### config.mk
export PLATFORM = sky130hd
export DESIGN_NAME = gamepad_output_report_builder_unit
export DESIGN_NICKNAME = d
export VERILOG_FILES = /design/src/rtl/gorb_pkg.sv /design/src/rtl/gorb_front.sv /design/src/rtl/gorb_queue.sv /design/src/rtl/gorb_back.sv /design/src/rtl/gamepad_output_report_builder_unit.sv
export SDC_FILE = /design/constraint.sdc
export NUM_CORES = 2
export LEC_CHECK = 0
export ABC_AREA = 1
export BUFFER_PORTS_ARGS = -buffer_cell sky130_fd_sc_hd__buf_4
export CORE_ASPECT_RATIO = 0.7
export CORE_UTILIZATION = 55
export CTS_BUF_LIST = sky130_fd_sc_hd__clkbuf_4 sky130_fd_sc_hd__clkbuf_8 sky130_fd_sc_hd__clkbuf_16
export DETAILED_ROUTE_END_ITERATION = 10
export GPL_TIMING_DRIVEN = 0
export PLACE_DENSITY_LB_ADDON = 0.2
export SLEW_MARGIN = 10
export SYNTH_ARGS = -nofsm -noshare
export SYNTH_HDL_FRONTEND = slang
export SYNTH_SLANG_ARGS = --single-unit
### constraint.sdc
create_clock -name clk -period 6.9 [get_ports clk]
set_input_delay 1.035 -clock clk [delete_from_list [all_inputs] [get_ports clk]]
set_output_delay 1.035 -clock clk [all_outputs]
set_load 0.05 [all_outputs]
### src/rtl/gorb_pkg.sv
// Package: shared types, constants and report layout functions for the report builder.
`default_nettype none

package gorb_pkg;

    localparam int QDEPTH = 4;
    localparam int QPTR_W = $clog2(QDEPTH);
    localparam int QCNT_W = $clog2(QDEPTH + 1);

    localparam logic [2:0] REG_TYPE   = 3'd0;
    localparam logic [2:0] REG_BT     = 3'd1;
    localparam logic [2:0] REG_CONN   = 3'd2;
    localparam logic [2:0] REG_GAIN   = 3'd3;
    localparam logic [2:0] REG_BRIGHT = 3'd4;

    localparam logic [7:0] GAIN_RESET   = 8'd100;
    localparam logic [7:0] BRIGHT_RESET = 8'd80;
    localparam logic [7:0] PCT_MAX      = 8'd100;
    localparam logic [6:0] GAIN_DEFAULT   = 7'd100;
    localparam logic [6:0] BRIGHT_DEFAULT = 7'd80;

    localparam logic [12:0] RECIP_100   = 13'd5243;
    localparam int          RECIP_SHIFT = 19;

    localparam logic [1:0] TYPE_FIRST  = 2'd0;
    localparam logic [1:0] TYPE_SECOND = 2'd1;

    localparam logic [1:0] LAYOUT_FIRST_USB  = 2'b00;
    localparam logic [1:0] LAYOUT_FIRST_BT   = 2'b01;
    localparam logic [1:0] LAYOUT_SECOND_USB = 2'b10;
    localparam logic [1:0] LAYOUT_SECOND_BT  = 2'b11;

    localparam logic [7:0] ID_FIRST_USB  = 8'h05;
    localparam logic [7:0] ID_FIRST_BT   = 8'h11;
    localparam logic [7:0] ID_SECOND_USB = 8'h02;
    localparam logic [7:0] ID_SECOND_BT  = 8'h31;
    localparam logic [7:0] BT_HEADER     = 8'hA2;

    localparam logic [4:0] LAST_FIRST_USB  = 5'd7;
    localparam logic [4:0] LAST_SECOND_USB = 5'd11;
    localparam logic [4:0] LAST_BT         = 5'd19;
    localparam logic [4:0] CRC_WORD        = 5'd18;

    localparam logic [31:0] CRC_POLY = 32'hEDB88320;

    typedef struct packed {
        logic [1:0] ctype;
        logic       bt;
        logic       conn;
        logic [7:0] gain;
        logic [7:0] bright;
    } gorb_cfg_t;

    typedef struct packed {
        logic       family;
        logic       bt;
        logic [7:0] strong_amp;
        logic [7:0] weak_amp;
        logic [7:0] red;
        logic [7:0] green;
        logic [7:0] blue;
        logic [7:0] player;
    } gorb_entry_t;

    function automatic logic [31:0] crc_byte(input logic [31:0] crc, input logic [7:0] data);
        logic [31:0] c;
        c = crc ^ {24'h0, data};
        for (int k = 0; k < 8; k++) begin
            c = c[0] ? ((c >> 1) ^ CRC_POLY) : (c >> 1);
        end
        return c;
    endfunction

    function automatic logic [31:0] crc_half(input logic [31:0] crc, input logic [15:0] data);
        logic [31:0] c;
        c = crc;
        for (int k = 0; k < 16; k++) begin
            c = (c[0] ^ data[k]) ? ((c >> 1) ^ CRC_POLY) : (c >> 1);
        end
        return c;
    endfunction

    function automatic logic [31:0] crc_word(input logic [31:0] crc, input logic [31:0] data);
        logic [31:0] c;
        c = crc;
        for (int k = 0; k < 32; k++) begin
            c = (c[0] ^ data[k]) ? ((c >> 1) ^ CRC_POLY) : (c >> 1);
        end
        return c;
    endfunction

    localparam logic [31:0] CRC_SEED = crc_byte(32'hFFFFFFFF, BT_HEADER);

    function automatic logic [7:0] player_byte(input logic [7:0] mode);
        logic [7:0] b;
        case (mode)
            8'd0:    b = 8'h00;
            8'd1:    b = 8'h04;
            8'd2:    b = 8'h06;
            8'd3:    b = 8'h15;
            8'd4:    b = 8'h1B;
            8'd5:    b = 8'h1F;
            default: b = 8'h00;
        endcase
        return b;
    endfunction

    function automatic logic [7:0] report_byte(input gorb_entry_t e, input logic [6:0] pos);
        logic [7:0] b;
        b = 8'h00;
        case ({e.family, e.bt})
            LAYOUT_FIRST_USB: begin
                case (pos)
                    7'd0:    b = ID_FIRST_USB;
                    7'd1:    b = 8'h07;
                    7'd4:    b = e.strong_amp;
                    7'd5:    b = e.weak_amp;
                    7'd6:    b = e.red;
                    7'd7:    b = e.green;
                    7'd8:    b = e.blue;
                    default: b = 8'h00;
                endcase
            end
            LAYOUT_FIRST_BT: begin
                case (pos)
                    7'd0:    b = ID_FIRST_BT;
                    7'd1:    b = 8'h80;
                    7'd3:    b = 8'h03;
                    7'd6:    b = e.weak_amp;
                    7'd7:    b = e.strong_amp;
                    7'd8:    b = e.red;
                    7'd9:    b = e.green;
                    7'd10:   b = e.blue;
                    default: b = 8'h00;
                endcase
            end
            LAYOUT_SECOND_USB: begin
                case (pos)
                    7'd0:    b = ID_SECOND_USB;
                    7'd1:    b = 8'h13;
                    7'd2:    b = 8'h17;
                    7'd3:    b = e.weak_amp;
                    7'd4:    b = e.strong_amp;
                    7'd40:   b = 8'h02;
                    7'd44:   b = e.player;
                    7'd45:   b = e.red;
                    7'd46:   b = e.green;
                    7'd47:   b = e.blue;
                    default: b = 8'h00;
                endcase
            end
            LAYOUT_SECOND_BT: begin
                case (pos)
                    7'd0:    b = ID_SECOND_BT;
                    7'd1:    b = 8'h02;
                    7'd2:    b = 8'h13;
                    7'd3:    b = 8'h17;
                    7'd4:    b = e.weak_amp;
                    7'd5:    b = e.strong_amp;
                    7'd41:   b = 8'h02;
                    7'd45:   b = e.player;
                    7'd46:   b = e.red;
                    7'd47:   b = e.green;
                    7'd48:   b = e.blue;
                    default: b = 8'h00;
                endcase
            end
            default: b = 8'h00;
        endcase
        return b;
    endfunction

endpackage

`default_nettype wire

### src/rtl/gorb_front.sv
// Front end: accept requests, drop suppressed ones, scale levels over two pipeline stages.
`default_nettype none

module gorb_front
    import gorb_pkg::*;
(
    input  wire logic        clk,
    input  wire logic        rst_n,
    input  wire logic        accept,
    input  wire gorb_cfg_t   cfg,
    input  wire logic [7:0]  strong_motor,
    input  wire logic [7:0]  weak_motor,
    input  wire logic [7:0]  red_level,
    input  wire logic [7:0]  green_level,
    input  wire logic [7:0]  blue_level,
    input  wire logic [7:0]  player_mode,
    output logic             push,
    output gorb_entry_t      push_entry,
    output logic [1:0]       inflight
);

    logic        s1_valid_reg;
    logic        s1_valid_next;
    logic        s2_valid_reg;
    logic        family_reg;
    logic        bt_reg;
    logic [7:0]  player_reg;
    logic [14:0] prod_reg [5];
    gorb_entry_t entry_reg;

    logic [6:0]  gain;
    logic [6:0]  bright;
    logic [7:0]  q [5];
    logic [27:0] scaled [5];

    assign gain   = (cfg.gain > PCT_MAX) ? GAIN_DEFAULT : cfg.gain[6:0];
    assign bright = (cfg.bright > PCT_MAX) ? BRIGHT_DEFAULT : cfg.bright[6:0];

    assign s1_valid_next = accept && cfg.conn &&
                           (cfg.ctype == TYPE_FIRST || cfg.ctype == TYPE_SECOND);

    always_ff @(posedge clk or negedge rst_n)
    begin
        if (!rst_n)
        begin
            s1_valid_reg <= 1'b0;
            s2_valid_reg <= 1'b0;
        end
        else
        begin
            s1_valid_reg <= s1_valid_next;
            s2_valid_reg <= s1_valid_reg;
        end
    end

    always_ff @(posedge clk)
    begin
        if (accept)
        begin
            family_reg  <= cfg.ctype[0];
            bt_reg      <= cfg.bt;
            player_reg  <= player_byte(player_mode);
            prod_reg[0] <= 15'(strong_motor * gain);
            prod_reg[1] <= 15'(weak_motor * gain);
            prod_reg[2] <= 15'(red_level * bright);
            prod_reg[3] <= 15'(green_level * bright);
            prod_reg[4] <= 15'(blue_level * bright);
        end
    end

    always_comb
    begin
        for (int i = 0; i < 5; i++)
        begin
            scaled[i] = {13'h0, prod_reg[i]} * {15'h0, RECIP_100};
            q[i]      = scaled[i][RECIP_SHIFT +: 8];
        end
    end

    always_ff @(posedge clk)
    begin
        if (s1_valid_reg)
        begin
            entry_reg.family     <= family_reg;
            entry_reg.bt         <= bt_reg;
            entry_reg.player     <= player_reg;
            entry_reg.strong_amp <= q[0];
            entry_reg.weak_amp   <= q[1];
            entry_reg.red        <= q[2];
            entry_reg.green      <= q[3];
            entry_reg.blue       <= q[4];
        end
    end

    assign push       = s2_valid_reg;
    assign push_entry = entry_reg;
    assign inflight   = {1'b0, s1_valid_reg} + {1'b0, s2_valid_reg};

endmodule

`default_nettype wire

### src/rtl/gorb_queue.sv
// Short queue of classified requests between the front end and the word sequencer.
`default_nettype none

module gorb_queue
    import gorb_pkg::*;
(
    input  wire logic         clk,
    input  wire logic         rst_n,
    input  wire logic         push,
    input  wire gorb_entry_t  push_entry,
    input  wire logic         pop,
    output gorb_entry_t       head,
    output logic              nonempty,
    output logic [QCNT_W-1:0] count
);

    gorb_entry_t       mem_reg [QDEPTH];
    logic [QPTR_W-1:0] wr_ptr_reg;
    logic [QPTR_W-1:0] rd_ptr_reg;
    logic [QCNT_W-1:0] count_reg;
    logic [QCNT_W-1:0] count_next;

    always_comb
    begin
        count_next = count_reg;
        if (push && !pop)
        begin
            count_next = count_reg + 1'b1;
        end
        else if (pop && !push)
        begin
            count_next = count_reg - 1'b1;
        end
    end

    always_ff @(posedge clk or negedge rst_n)
    begin
        if (!rst_n)
        begin
            wr_ptr_reg <= '0;
            rd_ptr_reg <= '0;
            count_reg  <= '0;
        end
        else
        begin
            if (push)
            begin
                wr_ptr_reg <= wr_ptr_reg + 1'b1;
            end
            if (pop)
            begin
                rd_ptr_reg <= rd_ptr_reg + 1'b1;
            end
            count_reg <= count_next;
        end
    end

    always_ff @(posedge clk)
    begin
        if (push)
        begin
            mem_reg[wr_ptr_reg] <= push_entry;
        end
    end

    assign head     = mem_reg[rd_ptr_reg];
    assign nonempty = (count_reg != '0);
    assign count    = count_reg;

endmodule

`default_nettype wire

### src/rtl/gorb_back.sv
// Back end: emit report words one per cycle and fold in the trailing CRC-32.
`default_nettype none

module gorb_back
    import gorb_pkg::*;
(
    input  wire logic        clk,
    input  wire logic        rst_n,
    input  wire gorb_entry_t head,
    input  wire logic        nonempty,
    output logic             pop,
    output logic             strobe,
    output logic [31:0]      report_word,
    output logic [2:0]       bytes_valid,
    output logic             last_word
);

    logic        active_reg;
    logic        active_next;
    logic [4:0]  idx_reg;
    logic [4:0]  idx_next;
    logic [31:0] crc_reg;
    logic [31:0] crc_next;
    gorb_entry_t entry_reg;

    logic        strobe_reg;
    logic [31:0] word_reg;
    logic [2:0]  valid_reg;
    logic        last_reg;

    logic [4:0]  last_idx;
    logic        last_now;
    logic [6:0]  base;
    logic [31:0] data_word;
    logic [31:0] crc_tail;
    logic [31:0] word;
    logic [2:0]  nvalid;

    always_comb
    begin
        case ({entry_reg.family, entry_reg.bt})
            LAYOUT_FIRST_USB:  last_idx = LAST_FIRST_USB;
            LAYOUT_SECOND_USB: last_idx = LAST_SECOND_USB;
            default:           last_idx = LAST_BT;
        endcase
    end

    assign last_now = active_reg && (idx_reg == last_idx);
    assign pop      = nonempty && (!active_reg || last_now);
    assign base     = {idx_reg, 2'b00};

    assign data_word = {report_byte(entry_reg, base + 7'd3),
                        report_byte(entry_reg, base + 7'd2),
                        report_byte(entry_reg, base + 7'd1),
                        report_byte(entry_reg, base)};

    assign crc_tail = crc_half(crc_reg, data_word[15:0]) ^ 32'hFFFFFFFF;

    always_comb
    begin
        word     = data_word;
        nvalid   = 3'd4;
        crc_next = crc_word(crc_reg, data_word);
        if (entry_reg.bt && idx_reg == CRC_WORD)
        begin
            word     = {crc_tail[15:0], data_word[15:0]};
            crc_next = crc_tail;
        end
        else if (entry_reg.bt && idx_reg == LAST_BT)
        begin
            word     = {16'h0000, crc_reg[31:16]};
            nvalid   = 3'd2;
            crc_next = crc_reg;
        end
        if (pop)
        begin
            crc_next = CRC_SEED;
        end
    end

    always_comb
    begin
        active_next = active_reg;
        idx_next    = idx_reg;
        if (pop)
        begin
            active_next = 1'b1;
            idx_next    = '0;
        end
        else if (last_now)
        begin
            active_next = 1'b0;
        end
        else if (active_reg)
        begin
            idx_next = idx_reg + 1'b1;
        end
    end

    always_ff @(posedge clk or negedge rst_n)
    begin
        if (!rst_n)
        begin
            active_reg <= 1'b0;
            idx_reg    <= '0;
            strobe_reg <= 1'b0;
        end
        else
        begin
            active_reg <= active_next;
            idx_reg    <= idx_next;
            strobe_reg <= active_reg;
        end
    end

    always_ff @(posedge clk)
    begin
        crc_reg   <= crc_next;
        word_reg  <= word;
        valid_reg <= nvalid;
        last_reg  <= last_now;
        if (pop)
        begin
            entry_reg <= head;
        end
    end

    assign strobe      = strobe_reg;
    assign report_word = word_reg;
    assign bytes_valid = valid_reg;
    assign last_word   = last_reg;

endmodule

`default_nettype wire

### src/rtl/gamepad_output_report_builder_unit.sv
// Top level: register port, front end, request queue and word sequencer.
// When idle, a request from start passes front stages 1 and 2 and the queue, then the
// sequencer strobes out its words: 8, 12 or 20 per report (first wired, second wired, wireless),
// one 32-bit word per cycle; back-to-back reports have no gap if the next one is queued.
// busy rises once the two front stages and the queue together hold four requests.
// Reset: gain 100, brightness 80, other registers 0, queue and pipeline empty.
`default_nettype none

module gamepad_output_report_builder_unit
    import gorb_pkg::*;
(
    input  wire logic        clk,
    input  wire logic        rst_n,
    input  wire logic        start,
    output logic             busy,
    input  wire logic [7:0]  strong_motor,
    input  wire logic [7:0]  weak_motor,
    input  wire logic [7:0]  red_level,
    input  wire logic [7:0]  green_level,
    input  wire logic [7:0]  blue_level,
    input  wire logic [7:0]  player_mode,
    output logic             strobe,
    output logic [31:0]      report_word,
    output logic [2:0]       bytes_valid,
    output logic             last_word,
    input  wire logic        psel,
    input  wire logic        penable,
    input  wire logic        pwrite,
    input  wire logic [4:0]  paddr,
    input  wire logic [31:0] pwdata,
    output logic [31:0]      prdata,
    output logic             pready
);

    gorb_cfg_t         cfg_reg;
    logic              wr_en;
    logic [2:0]        reg_idx;
    logic              accept;
    logic              push;
    gorb_entry_t       push_entry;
    logic [1:0]        inflight;
    gorb_entry_t       head;
    logic              nonempty;
    logic [QCNT_W-1:0] q_count;
    logic              pop;
    logic [QCNT_W:0]   occupancy;

    assign pready  = 1'b1;
    assign wr_en   = psel && penable && pwrite && pready;
    assign reg_idx = paddr[4:2];

    always_ff @(posedge clk or negedge rst_n)
    begin
        if (!rst_n)
        begin
            cfg_reg.ctype  <= TYPE_FIRST;
            cfg_reg.bt     <= 1'b0;
            cfg_reg.conn   <= 1'b0;
            cfg_reg.gain   <= GAIN_RESET;
            cfg_reg.bright <= BRIGHT_RESET;
        end
        else if (wr_en)
        begin
            case (reg_idx)
                REG_TYPE:   cfg_reg.ctype  <= pwdata[1:0];
                REG_BT:     cfg_reg.bt     <= pwdata[0];
                REG_CONN:   cfg_reg.conn   <= pwdata[0];
                REG_GAIN:   cfg_reg.gain   <= pwdata[7:0];
                REG_BRIGHT: cfg_reg.bright <= pwdata[7:0];
                default:    ;
            endcase
        end
    end

    always_comb
    begin
        case (reg_idx)
            REG_TYPE:   prdata = {30'h0, cfg_reg.ctype};
            REG_BT:     prdata = {31'h0, cfg_reg.bt};
            REG_CONN:   prdata = {31'h0, cfg_reg.conn};
            REG_GAIN:   prdata = {24'h0, cfg_reg.gain};
            REG_BRIGHT: prdata = {24'h0, cfg_reg.bright};
            default:    prdata = 32'h0;
        endcase
    end

    assign occupancy = {1'b0, q_count} + (QCNT_W + 1)'(inflight);
    assign busy      = (occupancy >= (QCNT_W + 1)'(QDEPTH));
    assign accept    = start && !busy;

    gorb_front u_front (
        .clk          (clk),
        .rst_n        (rst_n),
        .accept       (accept),
        .cfg          (cfg_reg),
        .strong_motor (strong_motor),
        .weak_motor   (weak_motor),
        .red_level    (red_level),
        .green_level  (green_level),
        .blue_level   (blue_level),
        .player_mode  (player_mode),
        .push         (push),
        .push_entry   (push_entry),
        .inflight     (inflight)
    );

    gorb_queue u_queue (
        .clk        (clk),
        .rst_n      (rst_n),
        .push       (push),
        .push_entry (push_entry),
        .pop        (pop),
        .head       (head),
        .nonempty   (nonempty),
        .count      (q_count)
    );

    gorb_back u_back (
        .clk         (clk),
        .rst_n       (rst_n),
        .head        (head),
        .nonempty    (nonempty),
        .pop         (pop),
        .strobe      (strobe),
        .report_word (report_word),
        .bytes_valid (bytes_valid),
        .last_word   (last_word)
    );

endmodule

`default_nettype wire
Yosys cells after proc, flatten, opt, wreduce, memory -nomap -nowiden
Memories as Yosys holds them, arrays and structs flattened. A register that Yosys moved wholly into a read port is not among the register bits. Cells that the tools add are included.

Flip-flop bits (word level): 164. Memory bits (writable): 275. Bits of input ports: 91. Memories: 2.

Add/subtract/negate cells: 10. Multiply operators: 10. Order comparisons: 3. Eq/ne operators: 74. Mux-type cells: 73. Bitwise operators: 65. Reduce and logical (&&, ||, !) cells: 41.

Memory list: u_queue.mem_reg (words 4, width 50, read ports 1, clocked after memory_dff 1, write ports 1, RTL line gorb_queue.sv:17) `gorb_entry_t mem_reg [QDEPTH];`; u_front.prod_reg (words 5, width 15, read ports 5, clocked after memory_dff 0, write ports 5, RTL line gorb_front.sv:28) `logic [14:0] prod_reg [5];`.

Operators by type and width (number): 32-bit 2-to-1 mux (36); 13-bit NOT with 14-bit output (32); 8-bit one-hot mux with 10 select lines (3); 8-bit one-hot mux with 9 select lines (3); 8-bit one-hot mux with 8 select lines (3); 8-bit one-hot mux with 7 select lines (3); 7-bit by 6-bit equality test with 1-bit output, second input constant (21); 15-bit by 13-bit multiplier with 27-bit output, second input constant (5); 8-bit one-hot mux with 4 select lines (4); 7-bit by 3-bit equality test with 1-bit output, second input constant (12); 8-bit by 7-bit multiplier with 15-bit output (5); 8-bit one-hot mux with 3 select lines (3); 7-bit by 4-bit equality test with 1-bit output, second input constant (9); 7-bit by 2-bit equality test with 1-bit output, second input constant (6); 8-bit one-hot mux with 5 select lines (1); 32-bit NOT (1); 1-bit XOR (32); 7-bit logical NOT (4); 5-bit one-hot mux with 5 select lines (1); 7-bit by 1-bit equality test with 1-bit output, second input constant (3); 8-bit by 2-bit equality test with 1-bit output, second input constant (2); 8-bit by 3-bit equality test with 1-bit output, second input constant (2); 8-bit by 7-bit greater-than comparator with 1-bit output, second input constant (2); 8-bit one-hot mux with 2 select lines (1); other kinds (36) (82).

Longest topological paths before layout
Depth in word-level cells: 70. Gate-level depth with buffers: 41. Mapped depth without buffers: 41.

Hierarchy
From an unflattened synthesis, not the netlist that was laid out.

Cell total of the unflattened synthesis: 6349. Area total of the unflattened synthesis: 53440.0 um^2.

Modules (own cells, without submodules): gorb_front (times used 1, cells each 3912, area each 32965.4 um^2); gorb_back (times used 1, cells each 1657, area each 10944.2 um^2); gorb_queue (times used 1, cells each 631, area each 8275.4 um^2); gamepad_output_report_builder_unit (times used 1, cells each 149, area each 1255.0 um^2).

Worst setup path after synthesis
OpenSTA, ideal clock, no wires.

Path type: flip-flop to flip-flop. Start point: register u_front.s1_valid_reg. End point: register u_front.bt_reg (enable). Arrival time: 5.948 ns. Data required time: 6.379 ns. Slack: 0.431 ns. Stages on the path, launching flop included: 5. Path buffers: 0. Clock period less this slack: 6.469 ns. Cell sequence: dfrtp_1 -> ha_1 -> a21oi_1 -> o21ai_0 -> nor2_1.

Word-level cells in the longest chain between the ends: 5.

RTL lines: start, declared (RTL line gorb_front.sv:22) `logic s1_valid_reg;`; start signal, assigned (RTL line gorb_front.sv:51) `s1_valid_reg <= s1_valid_next;`; 1-bit by 1-bit adder with 2-bit output (RTL line gorb_front.sv:97) `assign inflight = {1'b0, s1_valid_reg} + {1'b0, s2_valid_reg};`; 3-bit by 2-bit adder with 4-bit output (RTL line gamepad_output_report_builder_unit.sv:87) `assign occupancy = {1'b0, q_count} + (QCNT_W + 1)'(inflight);`; 4-bit by 3-bit >= comparator with 1-bit output (RTL line gamepad_output_report_builder_unit.sv:88) `assign busy = (occupancy >= (QCNT_W + 1)'(QDEPTH));`; via busy (RTL line gamepad_output_report_builder_unit.sv:15) `output logic busy,`; 1-bit logical NOT (RTL line gamepad_output_report_builder_unit.sv:89) `assign accept = start && !busy;`; 1-bit logical AND (RTL line gamepad_output_report_builder_unit.sv:89); via accept (RTL line gamepad_output_report_builder_unit.sv:38) `logic accept;`; end signal, assigned (RTL line gorb_front.sv:61) `bt_reg <= cfg.bt;`; end, declared (RTL line gorb_front.sv:26) `logic bt_reg;`.

The timed path passes the listed nets, and every way through them passes these cells. A chain may end at the register's enable or synchronous reset.

==> flow_summary.json <==
{
  "cts_made_buffers": 49,
  "synth.distinct_cells": 73,
  "core_mm2": 0.0865,
  "max_cap_viol_count": 0,
  "rows": 90,
  "clock-sinks": 460,
  "wl_per_cell_um": 18.6,
  "finalCriticalPeriod_ps": 6340,
  "run_status": "finished with violations",
  "slowest_stage": "fa_1",
  "area_delta_synth_final_pct": 8.94,
  "avgSynthCellArea_um2": 9.20,
  "vias": 35400,
  "drtPass1Iterations": 8,
  "ant_nets": 0,
  "rsz0062_at_grt": "no",
  "detailed_place_hpwl_um": 101000,
  "worst_path_most_repeated_cell": "inv_1",
  "clock.fmax_mhz": 158,
  "synth_flop_cell": "edfxtp_1",
  "finalCritPeriodShare_pct": 92.0,
  "clock_latency_ps": 630,
  "antenna_found_initial": 1,
  "drt_iter0_markers": 2736,
  "cp_num_buf_inv": 8,
  "fin_worst_skew_ps": 21.1,
  "die_area_mm2": 0.0889,
  "yosys-top-cells-area": "edfxtp_1 22%, fa_1 20%, ha_1 17%",
  "wirelength_um": 123000,
  "cts_root_buf": "clkbuf_16",
  "clkTransAtPathRegs_ps": 60,
  "yosysTopAreaCell": "edfxtp_1",
  "place.port_buffers": 109,
  "die_w_um": 356,
  "synth_top_area_share_pct": 22.2,
  "hold_class": "primary input to asynchronous set/reset pin",
  "viasPerCell": 5.34,
  "post_cts_buffers": 0,
  "setup_tns_ps": 0,
  "regToRegSetupSlack_ps": 560,
  "initial_core_util_pct": 55.8,
  "place_inst": 6531,
  "drive_gt1_share_pct": 8.08,
  "cp.arrival_ps": 6720,
  "diodes": 0,
  "violations": "design-rule violations",
  "yosys_warnings": 0,
  "setup_viol": 0,
  "htreeDepth": 2,
  "cpPeakStageDelay_ps": 550,
  "ios": 162,
  "worst_slew_pin_slew_ps": 1140,
  "worstPathRequired_ps": 7280,
  "finalHoldViolations": 0,
  "drv_slew": 0,
  "syn_inst": 5240,
  "nets": 6674,
  "pre_cts_ws_ps": 380,
  "die_y_um": 250,
  "syn-cell-area_mm2": 0.0482,
  "start_kind": "register",
  "crit_family": "adder cells",
  "largest_reg_flops": 184,
  "overflow": 0,
  "grt_pass1_wl_um": 197000,
  "layout_setup_ws_ps": 555,
  "async_flop_share_pct": 7.83,
  "end_kind": "register",
  "drc": 2,
  "ys_ff_latch": 460,
  "critical_path.max_fanout": 10,
  "place_congestion": 1.04,
  "synth_edf_count": 357,
  "crit_type": "register to register",
  "grt_start_max_net_pins": 56,
  "relSlewSlack_pct": 23.6,
  "clock_path_buffers": 3,
  "tritoncts": "done",
  "grt_pass1_vias": 35300,
  "grt_usage_pct": 28.6,
  "fin_cells": 6623,
  "synth-seq-area-share_pct": 26.9
}
## repair_timing
action / in CTS / in global routing
gates resized for setup: 0 / 6
setup endpoints to repair: 0 / 2
hold buffers: 0 / 0
## final cells by class
| type | count | area (um^2) |
|---|---|---|
| Fill cell | 7422 | 33900 |
| Multi-Input combinational cell | 3561 | 30500 |
| Sequential cell | 460 | 13000 |
| Inverter | 1135 | 4290 |
| Tap cell | 1150 | 1440 |
| Clock buffer | 60 | 1350 |
| Timing Repair Buffer | 117 | 986 |
| Buffer | 108 | 622 |
| Clock inverter | 32 | 425 |
## cells in the mapped netlist (20+ instances only)
cell      number
xnor2_1       64
a21oi_1      172
dfrtp_1       31
inv_1       1103
nor2_1       274
nand2_1      945
edfxtp_1     357
fa_1         486
xor2_1       174
o22ai_1       52
nand2_4       25
clkbuf_1      62
inv_2         20
buf_4         34
nand2_2       69
nand3_1      244
dfxtp_1       67
ha_1         665
o21ai_0      185
## final timing paths
kind                                          startpoint                                 to  depth (start not counted)
max in group asynchronous                          rst_n     u_front.s1_valid_reg$_DFF_PN0_                          1
max                               cfg_reg[1]$_DFFE_PN0P_  u_front.prod_reg[0][59]$_DFFE_PP_                         31
min in group clk           u_back.active_reg$_DFFE_PN0P_            u_back.strobe$_DFF_PN0_                          0
max reg2reg                       cfg_reg[1]$_DFFE_PN0P_  u_front.prod_reg[0][59]$_DFFE_PP_                         31
min reg2reg                u_back.active_reg$_DFFE_PN0P_            u_back.strobe$_DFF_PN0_                          0
min                                                rst_n             cfg_reg[9]$_DFFE_PN0P_                          1
## layer usage
layer	GRT usage, %	wire, um
met5	0	13
met4	5.04	1750
met3	7.75	12400
met2	39.4	48400
met1	44.7	60400
## placed cells by master (no fill, tap or decap), types with 10 or more instances in the layout
| cell | netlist | final |
|---|---|---|
| fa_1 | 486 | 486 |
| dfrtp_1 | 31 | 30 |
| clkbuf_16 | 0 | 50 |
| nor2_1 | 274 | 269 |
| buf_4 | 34 | 143 |
| nand2_1 | 945 | 945 |
| conb_1 | 2 | 26 |
| o211ai_1 | 10 | 10 |
| nor2_2 | 7 | 11 |
| clkbuf_1 | 62 | 62 |
| a21oi_1 | 172 | 172 |
| inv_2 | 20 | 24 |
| o22ai_1 | 52 | 52 |
| nand2_4 | 25 | 25 |
| nand2_2 | 69 | 69 |
| dfxtp_1 | 67 | 67 |
| xor2_1 | 174 | 174 |
| nand3_1 | 244 | 244 |
| ha_1 | 665 | 665 |
| nor3_1 | 12 | 12 |
| nand4_1 | 19 | 19 |
| xnor2_1 | 64 | 64 |
| o21ai_0 | 185 | 185 |
| inv_1 | 1103 | 1099 |
| nand3_2 | 17 | 17 |
| edfxtp_1 | 357 | 357 |
## through the flow
stage	cell area (um^2)	hold slack, ps	util, %
detailed placement	50800	397	58.7
finish	52500	403	60.8
CTS	52500	387	60.7
floorplan	48300	374	-
global placement	50600	386	58.5
global route	52500	422	60.8
## cells by family after synthesis
kind of cell	synth area share [%]
AO/OA/AOI/OAI	5.69
XOR/XNOR	4.85
adder cells (fa/ha/maj)	37.4
buffers and inverters	10.2
flip-flops	26.9
other	0.0156
AND/OR/NAND/NOR	15.0
Power is left out: the tool's default activity adds up to more than one toggle a clock period on the data nets, which glitch-free logic cannot reach.
